<file path="src/hw/rtl/lhm_pkg.sv">
// Shared types and constants of the link heartbeat health monitor.
`default_nettype none

package lhm_pkg;

    // Widths fixed by the item and result formats
    localparam int TIME_W     = 48;
    localparam int LINK_W     = 4;
    localparam int DROP_W     = 16;
    localparam int CFG_DATA_W = 32;
    localparam int CFG_IDX_W  = 1;

    // Configuration reset values
    localparam logic [CFG_DATA_W-1:0] FRAME_TIMEOUT_RST = 32'd1500;
    localparam logic [CFG_DATA_W-1:0] BEAT_TIMEOUT_RST  = 32'd3000;

    // Configuration register indexes
    localparam logic [CFG_IDX_W-1:0] CFG_FRAME_TIMEOUT = 1'd0;
    localparam logic [CFG_IDX_W-1:0] CFG_BEAT_TIMEOUT  = 1'd1;

    typedef enum logic [1:0] {
        CMD_TICK   = 2'd0,
        CMD_FRAME  = 2'd1,
        CMD_BEAT   = 2'd2,
        CMD_UNUSED = 2'd3
    } lhm_cmd_t;

    typedef enum logic [1:0] {
        RSN_NONE          = 2'd0,
        RSN_NEVER_SEEN    = 2'd1,
        RSN_FRAME_TIMEOUT = 2'd2,
        RSN_BEAT_STALE    = 2'd3
    } lhm_reason_t;

    typedef struct packed {
        lhm_cmd_t            cmd;
        logic [LINK_W-1:0]   link_sel;
        logic [TIME_W-1:0]   now_ms;
    } lhm_item_t;

    typedef struct packed {
        logic [LINK_W-1:0]   link_id;
        logic                is_final;
        logic                link_up;
        lhm_reason_t         down_reason;
        logic                frames_fresh;
        logic                beat_fresh;
        logic [TIME_W-1:0]   frame_age_ms;
        logic [TIME_W-1:0]   beat_age_ms;
        logic [DROP_W-1:0]   drop_count;
        logic                state_changed;
        logic [TIME_W-1:0]   change_time_ms;
        logic [TIME_W-1:0]   drop_time_ms;
    } lhm_result_t;

endpackage

`default_nettype wire

</file>
<file path="src/hw/rtl/link_heartbeat_health_monitor.sv">
// Top level of the link heartbeat health monitor: link records, sequencer and age unit.
`default_nettype none

// Frame and heartbeat items are taken while idle and leave busy low.
// A tick item raises busy and walks links 0..NUM_LINKS-1; each link passes
// through a frame age step and a heartbeat age step on the shared
// subtract-and-compare unit and then a record update step. Busy stays high
// until the last link's update, and result_valid pulses once per link,
// registered from that link's update. Results cannot be held off: each one is
// on the result port for exactly one cycle. Times are kept modulo
// 2^min(TIME_BITS,48); a stored time of zero means never.
module link_heartbeat_health_monitor
    import lhm_pkg::*;
#(
    parameter int NUM_LINKS = 2,
    parameter int TIME_BITS = 48
)
(
    input  wire logic                  clk,
    input  wire logic                  rst_n,
    input  wire logic                  start,
    output logic                       busy,
    input  wire lhm_item_t             item,
    output logic                       result_valid,
    output lhm_result_t                result,
    input  wire logic                  cfg_we,
    input  wire logic [CFG_IDX_W-1:0]  cfg_index,
    input  wire logic [CFG_DATA_W-1:0] cfg_data
);

    localparam int TW    = (TIME_BITS < TIME_W) ? TIME_BITS : TIME_W;
    localparam int IDX_W = (NUM_LINKS > 1) ? $clog2(NUM_LINKS) : 1;
    localparam logic [IDX_W-1:0] LAST_IDX = IDX_W'(NUM_LINKS - 1);
    localparam logic [LINK_W:0]  LINK_CNT = (LINK_W + 1)'(NUM_LINKS);
    localparam logic [DROP_W-1:0] DROP_MAX = '1;

    typedef enum logic [3:0] {
        ST_IDLE  = 4'b0001,
        ST_FRAME = 4'b0010,
        ST_BEAT  = 4'b0100,
        ST_EMIT  = 4'b1000
    } lhm_state_t;

    lhm_state_t state_reg, state_next;
    logic [IDX_W-1:0] idx_reg, idx_next;
    logic [TW-1:0]    now_reg;

    logic [CFG_DATA_W-1:0] frame_timeout_reg;
    logic [CFG_DATA_W-1:0] beat_timeout_reg;

    // Per-link records
    logic [TW-1:0]     frame_time_reg  [NUM_LINKS];
    logic              link_seen_reg   [NUM_LINKS];
    logic [TW-1:0]     beat_time_reg   [NUM_LINKS];
    logic              beat_seen_reg   [NUM_LINKS];
    logic              up_flag_reg     [NUM_LINKS];
    logic [DROP_W-1:0] drops_reg       [NUM_LINKS];
    logic [TW-1:0]     change_time_reg [NUM_LINKS];
    logic [TW-1:0]     drop_time_reg   [NUM_LINKS];

    // Ages and freshness of the link under evaluation
    logic [TW-1:0] frame_age_reg;
    logic          frames_fresh_reg;
    logic [TW-1:0] beat_age_reg;
    logic          beat_fresh_reg;

    logic        result_valid_reg;
    lhm_result_t result_reg;

    logic accept;
    logic sel_ok;
    logic [IDX_W-1:0] sel_idx;

    // Shared age unit signals
    logic [TW-1:0]         unit_last;
    logic [CFG_DATA_W-1:0] unit_limit;
    logic                  unit_seen;
    logic [TW:0]           unit_diff;
    logic                  unit_never;
    logic                  unit_late;
    logic [TW-1:0]         unit_age;
    logic                  unit_fresh;

    // Record update signals
    logic          cur_seen;
    logic          cur_old_up;
    logic          cur_up;
    lhm_reason_t   cur_reason;
    logic          cur_changed;
    logic          cur_drop;
    logic [DROP_W-1:0] drops_next;
    logic [TW-1:0]     change_time_next;
    logic [TW-1:0]     drop_time_next;

    assign busy         = (state_reg != ST_IDLE);
    assign accept       = start && !busy;
    assign sel_ok       = ({1'b0, item.link_sel} < LINK_CNT);
    assign sel_idx      = item.link_sel[IDX_W-1:0];
    assign result_valid = result_valid_reg;
    assign result       = result_reg;

    // Shared unit: age = now - last, fresh when seen, nonzero, not late, within limit
    always_comb
    begin
        if (state_reg == ST_BEAT)
        begin
            unit_last  = beat_time_reg[idx_reg];
            unit_limit = beat_timeout_reg;
            unit_seen  = beat_seen_reg[idx_reg];
        end
        else
        begin
            unit_last  = frame_time_reg[idx_reg];
            unit_limit = frame_timeout_reg;
            unit_seen  = link_seen_reg[idx_reg];
        end
        unit_diff  = {1'b0, now_reg} - {1'b0, unit_last};
        unit_never = (unit_last == '0);
        unit_late  = unit_diff[TW];
        unit_age   = (unit_never || unit_late) ? '0 : unit_diff[TW-1:0];
        unit_fresh = unit_seen && !unit_never && !unit_late
                     && (unit_diff[TW-1:0] <= TW'(unit_limit));
    end

    // Decide online state and next record values for the current link
    always_comb
    begin
        cur_seen   = link_seen_reg[idx_reg];
        cur_old_up = up_flag_reg[idx_reg];
        cur_up     = 1'b0;
        if (!cur_seen)
        begin
            cur_reason = RSN_NEVER_SEEN;
        end
        else if (!frames_fresh_reg)
        begin
            cur_reason = RSN_FRAME_TIMEOUT;
        end
        else if (!beat_fresh_reg)
        begin
            cur_reason = RSN_BEAT_STALE;
        end
        else
        begin
            cur_reason = RSN_NONE;
            cur_up     = 1'b1;
        end
        cur_changed      = (cur_up != cur_old_up);
        cur_drop         = cur_changed && !cur_up;
        drops_next       = drops_reg[idx_reg];
        change_time_next = change_time_reg[idx_reg];
        drop_time_next   = drop_time_reg[idx_reg];
        if (cur_changed)
        begin
            change_time_next = now_reg;
        end
        if (cur_drop)
        begin
            drop_time_next = now_reg;
            if (drops_reg[idx_reg] != DROP_MAX)
            begin
                drops_next = drops_reg[idx_reg] + 1'b1;
            end
        end
    end

    // Sequencer: one link per FRAME, BEAT, EMIT pass
    always_comb
    begin
        state_next = state_reg;
        idx_next   = idx_reg;
        case (state_reg)
            ST_IDLE:
            begin
                if (accept && item.cmd == CMD_TICK)
                begin
                    state_next = ST_FRAME;
                    idx_next   = '0;
                end
            end
            ST_FRAME:
            begin
                state_next = ST_BEAT;
            end
            ST_BEAT:
            begin
                state_next = ST_EMIT;
            end
            ST_EMIT:
            begin
                if (idx_reg == LAST_IDX)
                begin
                    state_next = ST_IDLE;
                end
                else
                begin
                    state_next = ST_FRAME;
                    idx_next   = idx_reg + 1'b1;
                end
            end
            default:
            begin
                state_next = ST_IDLE;
            end
        endcase
    end

    // Advance the sequencer
    always_ff @(posedge clk or negedge rst_n)
    begin
        if (!rst_n)
        begin
            state_reg        <= ST_IDLE;
            idx_reg          <= '0;
            result_valid_reg <= 1'b0;
        end
        else
        begin
            state_reg        <= state_next;
            idx_reg          <= idx_next;
            result_valid_reg <= (state_reg == ST_EMIT);
        end
    end

    // Write configuration registers
    always_ff @(posedge clk or negedge rst_n)
    begin
        if (!rst_n)
        begin
            frame_timeout_reg <= FRAME_TIMEOUT_RST;
            beat_timeout_reg  <= BEAT_TIMEOUT_RST;
        end
        else if (cfg_we)
        begin
            case (cfg_index)
                CFG_FRAME_TIMEOUT: frame_timeout_reg <= cfg_data;
                CFG_BEAT_TIMEOUT:  beat_timeout_reg  <= cfg_data;
                default:           frame_timeout_reg <= frame_timeout_reg;
            endcase
        end
    end

    // Latch tick time and hold the unit outputs per pass
    always_ff @(posedge clk)
    begin
        if (accept)
        begin
            now_reg <= item.now_ms[TW-1:0];
        end
        if (state_reg == ST_FRAME)
        begin
            frame_age_reg    <= unit_age;
            frames_fresh_reg <= unit_fresh;
        end
        if (state_reg == ST_BEAT)
        begin
            beat_age_reg   <= unit_age;
            beat_fresh_reg <= unit_fresh;
        end
    end

    // Update link records on frame and heartbeat items and on each evaluation
    always_ff @(posedge clk or negedge rst_n)
    begin
        if (!rst_n)
        begin
            for (int i = 0; i < NUM_LINKS; i++)
            begin
                frame_time_reg[i]  <= '0;
                link_seen_reg[i]   <= 1'b0;
                beat_time_reg[i]   <= '0;
                beat_seen_reg[i]   <= 1'b0;
                up_flag_reg[i]     <= 1'b0;
                drops_reg[i]       <= '0;
                change_time_reg[i] <= '0;
                drop_time_reg[i]   <= '0;
            end
        end
        else
        begin
            if (accept && sel_ok && item.cmd == CMD_FRAME)
            begin
                frame_time_reg[sel_idx] <= item.now_ms[TW-1:0];
                link_seen_reg[sel_idx]  <= 1'b1;
            end
            if (accept && sel_ok && item.cmd == CMD_BEAT)
            begin
                beat_time_reg[sel_idx] <= item.now_ms[TW-1:0];
                beat_seen_reg[sel_idx] <= 1'b1;
            end
            if (state_reg == ST_EMIT)
            begin
                up_flag_reg[idx_reg]     <= cur_up;
                drops_reg[idx_reg]       <= drops_next;
                change_time_reg[idx_reg] <= change_time_next;
                drop_time_reg[idx_reg]   <= drop_time_next;
            end
        end
    end

    // Build the result item
    always_ff @(posedge clk)
    begin
        if (state_reg == ST_EMIT)
        begin
            result_reg.link_id        <= LINK_W'(idx_reg);
            result_reg.is_final       <= (idx_reg == LAST_IDX);
            result_reg.link_up        <= cur_up;
            result_reg.down_reason    <= cur_reason;
            result_reg.frames_fresh   <= frames_fresh_reg;
            result_reg.beat_fresh     <= beat_fresh_reg;
            result_reg.frame_age_ms   <= TIME_W'(frame_age_reg);
            result_reg.beat_age_ms    <= TIME_W'(beat_age_reg);
            result_reg.drop_count     <= drops_next;
            result_reg.state_changed  <= cur_changed;
            result_reg.change_time_ms <= TIME_W'(change_time_next);
            result_reg.drop_time_ms   <= TIME_W'(drop_time_next);
        end
    end

    // A result follows only an evaluation pass
    assert property (@(posedge clk) disable iff (!rst_n)
        result_valid |-> $past(state_reg == ST_EMIT))
        else $error("result without evaluation pass");

    // The last link's result ends the tick
    assert property (@(posedge clk) disable iff (!rst_n)
        (result_valid && result.is_final) |-> !busy)
        else $error("busy after final result");

    // An accepted tick starts a walk
    assert property (@(posedge clk) disable iff (!rst_n)
        (start && !busy && item.cmd == CMD_TICK) |=> busy)
        else $error("tick not started");

    // Online only with both records fresh and no reason
    assert property (@(posedge clk) disable iff (!rst_n)
        (result_valid && result.link_up) |->
            (result.frames_fresh && result.beat_fresh && result.down_reason == RSN_NONE))
        else $error("online link with stale record");

endmodule

`default_nettype wire

</file>
<file path="config.mk">
export PLATFORM = sky130hd
export DESIGN_NAME = link_heartbeat_health_monitor
export DESIGN_NICKNAME = d
export VERILOG_FILES = /design/src/hw/rtl/lhm_pkg.sv /design/src/hw/rtl/link_heartbeat_health_monitor.sv
export SDC_FILE = /design/constraint.sdc
export NUM_CORES = 1
export LEC_CHECK = 0
export BUFFER_PORTS_ARGS = -buffer_cell sky130_fd_sc_hd__buf_2
export CAP_MARGIN = 15
export CORE_ASPECT_RATIO = 2
export CORE_MARGIN = 2
export CORE_UTILIZATION = 54
export CTS_CLUSTER_DIAMETER = 150
export CTS_CLUSTER_SIZE = 16
export DETAILED_ROUTE_END_ITERATION = 8
export PLACE_DENSITY = 0.76
export REMOVE_ABC_BUFFERS = 1
export SYNTH_ARGS = -nofsm -noshare
export SYNTH_HDL_FRONTEND = slang
export SYNTH_SLANG_ARGS = --single-unit
</file>
<file path="constraint.sdc">
create_clock -name clk -period 28.1 [get_ports clk]
set_clock_uncertainty 0.05 [all_clocks]
set_input_delay 5.62 -clock clk [delete_from_list [all_inputs] [get_ports clk]]
set_output_delay 5.62 -clock clk [all_outputs]
set_load 0.02 [all_outputs]
</file>
# --- Word-level counts from Yosys, hierarchy flattened ---
# Index checks and enable logic that the tools add are counted.
word_totals:
  reg_bits: 853
  out_inout_bits: 221
  word_cells: 142
  mem_count: 0
  latch_bits: 0
  in_bits: 91
  ramBits: 0
  rom_bits: 0
classes:
  eq_ne: 10
  n_reduce_logical: 22
  bitwise: 5
  mux: 59
  shifts: 0
  add_sub_neg: 3
  mul: 0
  div: 0
  magnitude_cmp: 6
op_table:
  columns: ["operator", "n"]
  rows:
  - ["$mux 48", 18]
  - ["$bwmux 96", 4]
  - ["$demux 48 s1", 2]
  - ["$mux 16", 6]
  - ["$sub 48x48->49", 1]
  - ["$le 48x32->1", 1]
  - ["$logic_not 48->1", 1]
  - ["$bwmux 32", 1]
  - ["$mux 32", 1]
  - ["$mux 1", 17]
  - ["$add 16x1->16 const B", 1]
  - ["$demux 16 s1", 1]
  - ["$ne 16x16->1 const B", 1]
  - ["$pmux 4 s4", 1]
  - ["$logic_and 1x1->1", 11]
  - ["$mux 2", 3]
  - ["$reduce_and 2->1", 3]
  - ["$eq 4x1->1 const B", 1]
  - ["$eq 4x2->1 const B", 1]
  - ["$eq 4x3->1 const B", 1]
  - ["$eq 4x4->1 const B", 1]
  - ["$ge 2x2->1 const B", 2]
  - ["$logic_not 1->1", 4]
  - ["$lt 2x1->1 const B", 2]
  - ["17 further kinds", 20]

# --- Logic depth before layout (Yosys ltp) ---
# Gate-level depths: netlist of run 1.
depth:
  word_depth: 10
  mapped_depth: 30
  ltp_nobuf: 24

# --- Worst setup path before layout of run 1 ---
# No wires, ideal clock.
synth_timing:
  path_type: "register to register"
  startpoint: "register state_reg[3]"
  endpoint: "register change_time_reg[15] in the netlist's numbering"
  stages_incl_launch_ff: 6
  period_less_slack_ps: 27305
  path_slack_ps: 795
  required_time_ps: 27925
  setup_ps: 125
  arrival_ps: 27130
  path_buffers: 2
  path_cell_list: "dfrtp_1 nor4b_1 nand2_1 clkbuf_1 clkbuf_1 mux2_2"
synth_between:
  elab_chain_cells: 1
synth_rtl:
  columns: ["element", "line", "rtl"]
  rows:
  - ["start: declaration", "link_heartbeat_health_monitor.sv:44", "lhm_state_t state_reg, state_next;"]
  - ["start signal: assignment", "link_heartbeat_health_monitor.sv:219", "state_reg <= state_next;"]
  - ["$eq 4x4->1", "link_heartbeat_health_monitor.sv:291", "if (state_reg == ST_EMIT)"]
  - ["end signal: indexed assignment", "link_heartbeat_health_monitor.sv:295", "change_time_reg[idx_reg] <= change_time_next;"]
  - ["end: declaration", "link_heartbeat_health_monitor.sv:58", "logic [TW-1:0] change_time_reg [NUM_LINKS];"]
# No other way between the ends.
# A chain may end at the register's enable or synchronous reset.

# --- Worst setup path after layout of run 1 ---
layout_timing:
  startpoint: "register state_reg[3]"
  endpoint: "register frames_fresh_reg, data pin"
layout_between:
  elab_chain_cells: 7
  elab_cells_between_ends: 12
  cone_classes: "1 x add/sub; 1 x order compare; 1 x eq/ne; 3 x mux; 6 x reduce/logical"
layout_rtl:
  columns: ["element", "line", "rtl"]
  rows:
  - ["$eq 4x3->1 *", "link_heartbeat_health_monitor.sv:105", "if (state_reg == ST_BEAT)"]
  - ["parallel branches: the longest is 5 deep, another holds $sub 48x48->49", null, null]
  - ["$logic_and 1x1->1 *", "link_heartbeat_health_monitor.sv:122", "&& (unit_diff[TW-1:0] <= TW'(unit_limit));"]
  - ["named net unit_fresh", "link_heartbeat_health_monitor.sv:82", "logic unit_fresh;"]
  - ["end signal: assignment", "link_heartbeat_health_monitor.sv:253", "frames_fresh_reg <= unit_fresh;"]
  - ["end: declaration", "link_heartbeat_health_monitor.sv:63", "logic frames_fresh_reg;"]
# Mark *: on every way through the listed nets, which the timed path passes.

==> results of run 1 <==
-- worst register-to-register path: cells and delay by family (launching register included) --
family                     cells  cell delay, ps
buffers and inverters          3            1050
AOI/OAI and AO/OA              6            1630
muxes                          1             520
and+or+nand+nor                8            2650
xor gates and xnor gates       1             130
adders and majority gates      4            1240
DFF                            1             470
-- area by class of cell --
| type | instances | area share (%) |
|---|---|---|
| sequential | 853 | 55.2 |
| multi-input combinational | 1826 | 33.0 |
| timing repair buffer | 334 | 4.25 |
| clock buffer | 105 | 3.93 |
| tap | 903 | 2.69 |
| inverter | 80 | 0.715 |
| clock inverter | 4 | 0.170 |
| antenna | 9 | 0.0536 |
-- Yosys cell counts (all sizes together) (3+ instances only) --
master   number  area share, %
nor3         27           0.36
nand2       447            4.4
dfrtp       477             32
o21ai       101            1.3
a2111oi       3          0.069
nor2b         9           0.15
nand4b        5           0.12
or3           4          0.066
inv          80           0.79
edfxtp      361             29
a32oi         3          0.069
o21bai        9           0.18
a21o         16           0.32
a21boi        4          0.079
and4          5           0.12
nand3        22           0.29
o211ai        5          0.099
clkbuf      108            1.1
and3          3          0.050
nand4        32           0.53
dfstp        15            1.0
or2           7           0.12
mux4         50            3.0
a31oi         8           0.13
buf          41           0.51
nor2        125            1.2
xnor2        41           0.95
o31ai         3          0.059
o21a          6           0.12
and2         38           0.63
a21oi       132            1.7
mux2        376             11
nand2b       13           0.22
xor2         23           0.53
a211oi       10           0.21
nor4b         4           0.13
nor4         31           0.53
mux2i       143            3.8
ha           82            2.7
-- power breakdown --
part	total, mW	switching (mW)	internal, mW
Clock	0.813	0.414	0.399
Combinational	0.378	0.228	0.150
Sequential	1.40	0.0411	1.36
Total	2.60	0.683	1.91
-- through the flow --
step           power (mW)   TNS, ps  hold WS, ps
2_1_floorplan        1.66  -2016230          350
3_3_place_gp         1.79         0          353
3_5_place_dp         1.80         0          355
4_1_cts              2.61         0          370
5_1_grt              2.70         0          376
6_report             2.60         0          369
-- worst paths after layout --
| check | startpoint | to | cells after the start |
|---|---|---|---|
| max | state_reg[3] | frames_fresh_reg | 23 |
| min | frame_age_reg[30] | result[191] | 0 |
| max reg2reg | state_reg[3] | frames_fresh_reg | 23 |
| min reg2reg | frame_age_reg[30] | result[191] | 0 |
| max in group asynchronous | rst_n | change_time_reg[59] | 3 |
| min in group asynchronous | rst_n | drop_time_reg[25] | 1 |
-- per-layer routing --
| layer | wire [um] | global-route usage (%) | vias up |
|---|---|---|---|
| li1 | - | - | 10905 |
| met1 | 35800 | 31.5 | 12195 |
| met2 | 48700 | 45.7 | 701 |
| met3 | 4490 | 3.23 | 184 |
| met4 | 3870 | 11.1 | 14 |
| met5 | 87 | 0 | - |
-- logic make-up after synthesis --
kind of cell	count (synthesis)	synth area share (%)
and+or+nand+nor	779	9.13
AOI/OAI and AO/OA	326	5.06
adders and majority gates	85	2.82
other	1	0.00990
xor gates and xnor gates	64	1.48
muxes	569	17.9
buffers and inverters	229	2.38
DFF	853	61.2
==> impl_metrics.tcl, run 1 <==
set metrics [dict create \
    layout.area.seq_um2 23200 \
    grt_max_degree 188 \
    final-setup-viol-count 0 \
    slew_headroom_pct 25.3 \
    dpl_cell_area_um2 40300 \
    layout_commonest_cell "dfrtp_1" \
    vdd_ir_drop_max_mv 0.0618 \
    multi_input_area_um2 13900 \
    synth_warnings 0 \
    hold_buffers 0 \
    wl_um 92900 \
    cts_max_level 2 \
    final_max_slew_viol_count 0 \
    clk_latency_ps 650 \
    required_ps 28480 \
    drt_iter0_markers 1522 \
    die_y_um 379 \
    yosysSeqAreaShare_pct 61.2 \
    placedCellCount 3996 \
    nNetsFinal 3328 \
    maxCapViolations 0 \
    clkSinkCount 853 \
    pre_cts_slack_ps 19860 \
    core-area_um2 69600 \
    synth_edf_count 361 \
    grt_pass1_vias 24801 \
    root_buffer "clkbuf_16" \
    largest_reg_flops 215 \
    rrSetupSlack_ps 20170 \
    critPathArrivalTime_ps 8310 \
    layout-drive-gt1-share_pct 27.1 \
    cp_slowest_cell "nor4b_4" \
    ys.flop_type "dfrtp_1" \
    hp-class "register to register" \
    end_kind "register" \
    drc 0 \
    cts.path.max_buffers 3 \
    critPathMaxFanout 61 \
    numCtsBuffers 59 \
    syn_inst 2906 \
    viasPerCell 5.83 \
    final_antenna_net_count 0 \
    fmax_mhz 126 \
    grt_usage_pct 25.8 \
    fin_ws_ps 20170 \
    cpPeakStageDelay_ps 870 \
    vias 23999 \
    crit_family "simple AND/OR/NAND/NOR gates" \
    cts_tree "done" \
    port_buffers 308 \
    post-route-period-util_pct 28.2 \
    dieArea_um2 72400 \
    grt_setup_unrepaired "no" \
    grt_pass1_wl_um 143000 \
    routabilityCongestion 0.948 \
    async_flop_share_pct 57.7 \
    routedWlPerCell_um 22.6 \
    placementRows 137 \
    tightest_slew_ps 1120 \
    postCtsSetupBuffers 0 \
    p_leak_nw 17.5 \
    final_area_um2 42000 \
    path_class "register to register" \
    yosysUniqueCellTypes 75 \
    ys_seq_elements 853 \
    syn_area_um2 37900 \
    p_per_area_nw_per_um2 61.8 \
    mostFrequentLayoutCells "dfrtp_1, nand2_1, mux2_2, edfxtp_1, buf_2" \
    stdcell_count 4114 \
    initial_core_util_pct 54.4 \
    cp_cell_sequence "nor4b_4 -> buf_4 -> mux4_2 -> ha_1 -> inv_1 -> fa_1 -> inv_1 -> maj3_1 -> o211ai_1 -> a21oi_1 -> o31a_1 -> o21ai_0 -> xor2_1 -> ha_1 -> nand4_1 -> nor3_1 -> nand4_1 -> nor4_1 -> a21oi_1 -> a221oi_1 -> nand4b_1 -> or4b_1 -> nor4_2" \
    die_w_um 191 \
    clkTransAtPathRegs_ps 80 \
    io_pins 312 \
    period_minus_slack_ps 7930 \
    critPathBufInv 3 \
    post-route-util_pct 60.4 \
    synth_area_per_cell_um2 13.0 \
    run_status "finished, final reports clean" \
    fill_cells 5483 \
    place.detailed.hpwl_um 66000 \
    critPathLaunchType "register" \
    cts_resized 0 \
    finalHoldViolCount 0 \
    dr.pass1.iters 5 \
    area_delta_synth_final_pct 10.9 \
    grt_remaining_overflow 0 \
    antenna_found_initial 14 \
]
(Power assumes the default switching activity.)
==> inputs of run 2 (changes only) <==
--- a/config.mk
+++ b/config.mk
@@ -5,6 +5,7 @@
 export SDC_FILE = /design/constraint.sdc
 export NUM_CORES = 1
 export LEC_CHECK = 0
+export ABC_AREA = 1
 export BUFFER_PORTS_ARGS = -buffer_cell sky130_fd_sc_hd__buf_2
 export CAP_MARGIN = 15
 export CORE_ASPECT_RATIO = 2
==> constraint.sdc (replaced) <==
create_clock -name clk -period 6.75 [get_ports clk]
set_clock_uncertainty 0.05 [all_clocks]
set_input_delay 1.35 -clock clk [delete_from_list [all_inputs] [get_ports clk]]
set_output_delay 1.35 -clock clk [all_outputs]
set_load 0.02 [all_outputs]
==> run 2 against run 1 <==
Register-to-register slack worse by 19000 ps. Flip-flop and latch count unchanged. Area after synthesis rose by 1.3%. Synthesized cell count is 39% higher. Sequential power grew to 4.7 times the previous value. Sequential share of layout area is 0.34 points lower. Via count up 21%. Combinational power increased to 19 times the previous value. Hold slack worse by 8.2 ps. Largest power group is now combinational cells. Highest routed layer unchanged.
==> impl_metrics.tcl, run 2 <==
set metrics [dict create \
    grt_setup_unrepaired "no" \
    syn_inst 4040 \
    cp_common_cell "nand2_1" \
    clkSinkCount 853 \
    finalHoldViolCount 0 \
    grt_pass1_wl_um 166000 \
    io_pins 312 \
    wl_um 109000 \
    layout-drive-gt1-share_pct 11.6 \
    core-area_um2 70600 \
    post-route-period-util_pct 82.4 \
    multi_input_area_um2 12600 \
    die_w_um 192 \
    final_max_slew_viol_count 0 \
    tightest_slew_ps 1160 \
    rr_startpoint "idx_reg" \
    dieArea_um2 73300 \
    p_leak_nw 18.8 \
    placementRows 138 \
    cts_tree "done" \
    p_per_area_nw_per_um2 406 \
    required_ps 7180 \
    largest_reg_flops 215 \
    cts.path.max_buffers 3 \
    critPathMaxFanout 49 \
    end_kind "register" \
    layout_commonest_cell "nand2_1" \
    p_switching_mw 7.14 \
    pwr-share-clk_pct 20.0 \
    run_status "finished, final reports clean" \
    vdd_ir_drop_max_mv 0.290 \
    async_flop_share_pct 57.7 \
    seqPwrFrac_pct 38.6 \
    grt_max_degree 174 \
    vias 29049 \
    grtUsageMet2_pct 52.9 \
    numCtsBuffers 59 \
    mostFrequentLayoutCells "nand2_1, o21ai_0, dfrtp_1, inv_1, edfxtp_1" \
    grt_pass1_vias 28749 \
    fin_ws_ps 1190 \
    ys.flop_type "dfrtp_1" \
    synth_area_per_cell_um2 9.49 \
    dpl_cell_area_um2 40500 \
    nNetsFinal 4434 \
    layout.area.seq_um2 23200 \
    viasPerCell 5.56 \
    synth_top_cell_by_area "dfrtp_1" \
    area_delta_synth_final_pct 10.2 \
    yosysSeqAreaShare_pct 60.4 \
    maxCapViolations 0 \
    dr.pass1.iters 8 \
    use_met1_pct 35.3 \
    root_buffer "clkbuf_16" \
    place.detailed.hpwl_um 78600 \
    yosysMostFrequentCell "nand2_1" \
    critPathLaunchType "register" \
    reg2regPathDepth 29 \
    drc 0 \
    synth_edf_count 361 \
    cts_max_level 2 \
    fmax_mhz 180 \
    grt_remaining_overflow 0 \
    hp-class "register to register" \
    power.total_mw 17.2 \
    stdcell_count 5229 \
    drt_iter0_markers 2227 \
    initial_core_util_pct 54.3 \
    placedCellCount 5109 \
    r2r-end "beat_fresh_reg" \
    final-setup-viol-count 0 \
    critPathArrivalTime_ps 5990 \
    postCtsSetupBuffers 0 \
    min-delay-start "beat_age_reg[21]" \
    synth_warnings 0 \
    hold_buffers 0 \
    slew_headroom_pct 22.5 \
    synthTopCellsByArea "dfrtp_1, edfxtp_1, nand2_1, o21ai_0, inv_1" \
    routedWlPerCell_um 20.8 \
    ys_seq_elements 853 \
    syn_area_um2 38400 \
    post-synth-top-area-fraction_pct 31.1 \
    path_class "register to register" \
    busiest_layer "met2" \
    p_int_mw 10.0 \
    clkTransAtPathRegs_ps 80 \
    cpPeakStageDelay_ps 680 \
    die_y_um 381 \
    p_comb_share_pct 41.5 \
    cp_slowest_cell "dfrtp_4" \
    holdPathEnd "result[134]" \
    clk_latency_ps 670 \
    hold_depth 0 \
    antenna_found_initial 11 \
    yosysUniqueCellTypes 52 \
    fill_cells 6021 \
    routabilityCongestion 1.03 \
    p_sw_share_pct 41.5 \
    rrSetupSlack_ps 1190 \
    final_area_um2 42300 \
    cts_resized 0 \
    period_minus_slack_ps 5560 \
    grt_usage_pct 30.1 \
    synth_commonest_cells "nand2_1, o21ai_0, dfrtp_1" \
    gr-usage-met3_pct 3.48 \
    pre_cts_slack_ps 1340 \
    port_buffers 308 \
    final_antenna_net_count 0 \
]
## run 2: per-stage QoR
stage | hold slack (ps) | utilization (%) | TNS (ps)
5_1_grt | 368 | 59.8 | 0
2_1_floorplan | 350 | - | -6011030
3_3_place_gp | 351 | 57.4 | 0
3_5_place_dp | 355 | 57.4 | 0
6_report | 361 | 59.9 | 0
4_1_cts | 358 | 59.8 | 0
## run 2: layout make-up
class,instances,share of cell area (%)
antenna,9,0.0533
timing repair buffer,348,4.53
sequential,853,54.8
multi-input combinational,2548,29.8
inverter,450,4.01
clock buffer,108,3.98
tap,910,2.69
clock inverter,3,0.0977
## run 2: worst max-delay path: cells and delay by family (launching register included)
family | cells | cell delay (ps)
AO/OA/AOI/OAI | 7 | 1150
flip-flops | 1 | 680
buffers and inverters | 2 | 610
AND/OR/NAND/NOR | 17 | 1580
XOR/XNOR | 1 | 640
adder cells (fa/ha/maj) | 2 | 650
## run 2: cells by family after synthesis
kind of cell	count (synthesis)	share of synthesized area (%)
flops	853	60.4
simple gates	1370	14.5
compound gates	1017	13.6
other cells	1	0.00978
mux	32	0.835
fa+ha+maj	83	2.73
xor+xnor	43	1.04
buf+inv	641	6.87
## run 2: worst max-delay path by stage
stage                      start               end  slack, ps  cells past startpoint
CTS                      idx_reg    beat_fresh_reg       1270                     29
global placement         idx_reg    beat_fresh_reg       1340                     29
detailed placement       idx_reg  frames_fresh_reg       1340                     29
floorplan           state_reg[1]     drops_reg[17]     -17660                      7
finish                   idx_reg    beat_fresh_reg       1190                     29
global route             idx_reg    beat_fresh_reg        770                     29
## run 2: power groups by stage
| stage | Combinational [mW] | Sequential (mW) | Clock (mW) |
|---|---|---|---|
| after floorplan | 4.44 | 6.65 | 0 |
| after global placement | 6.98 | 6.71 | 0 |
| after detailed placement | 7.03 | 6.72 | 0 |
| after CTS | 7.06 | 6.62 | 3.49 |
| after global routing | 7.78 | 6.67 | 3.67 |
| final | 7.12 | 6.63 | 3.43 |
## run 2: routing by layer
metal	vias up	share of wire, %
met5	-	0.017
met4	4	6.3
met3	276	4.9
met2	973	52
met1	14082	37
li1	13714	-
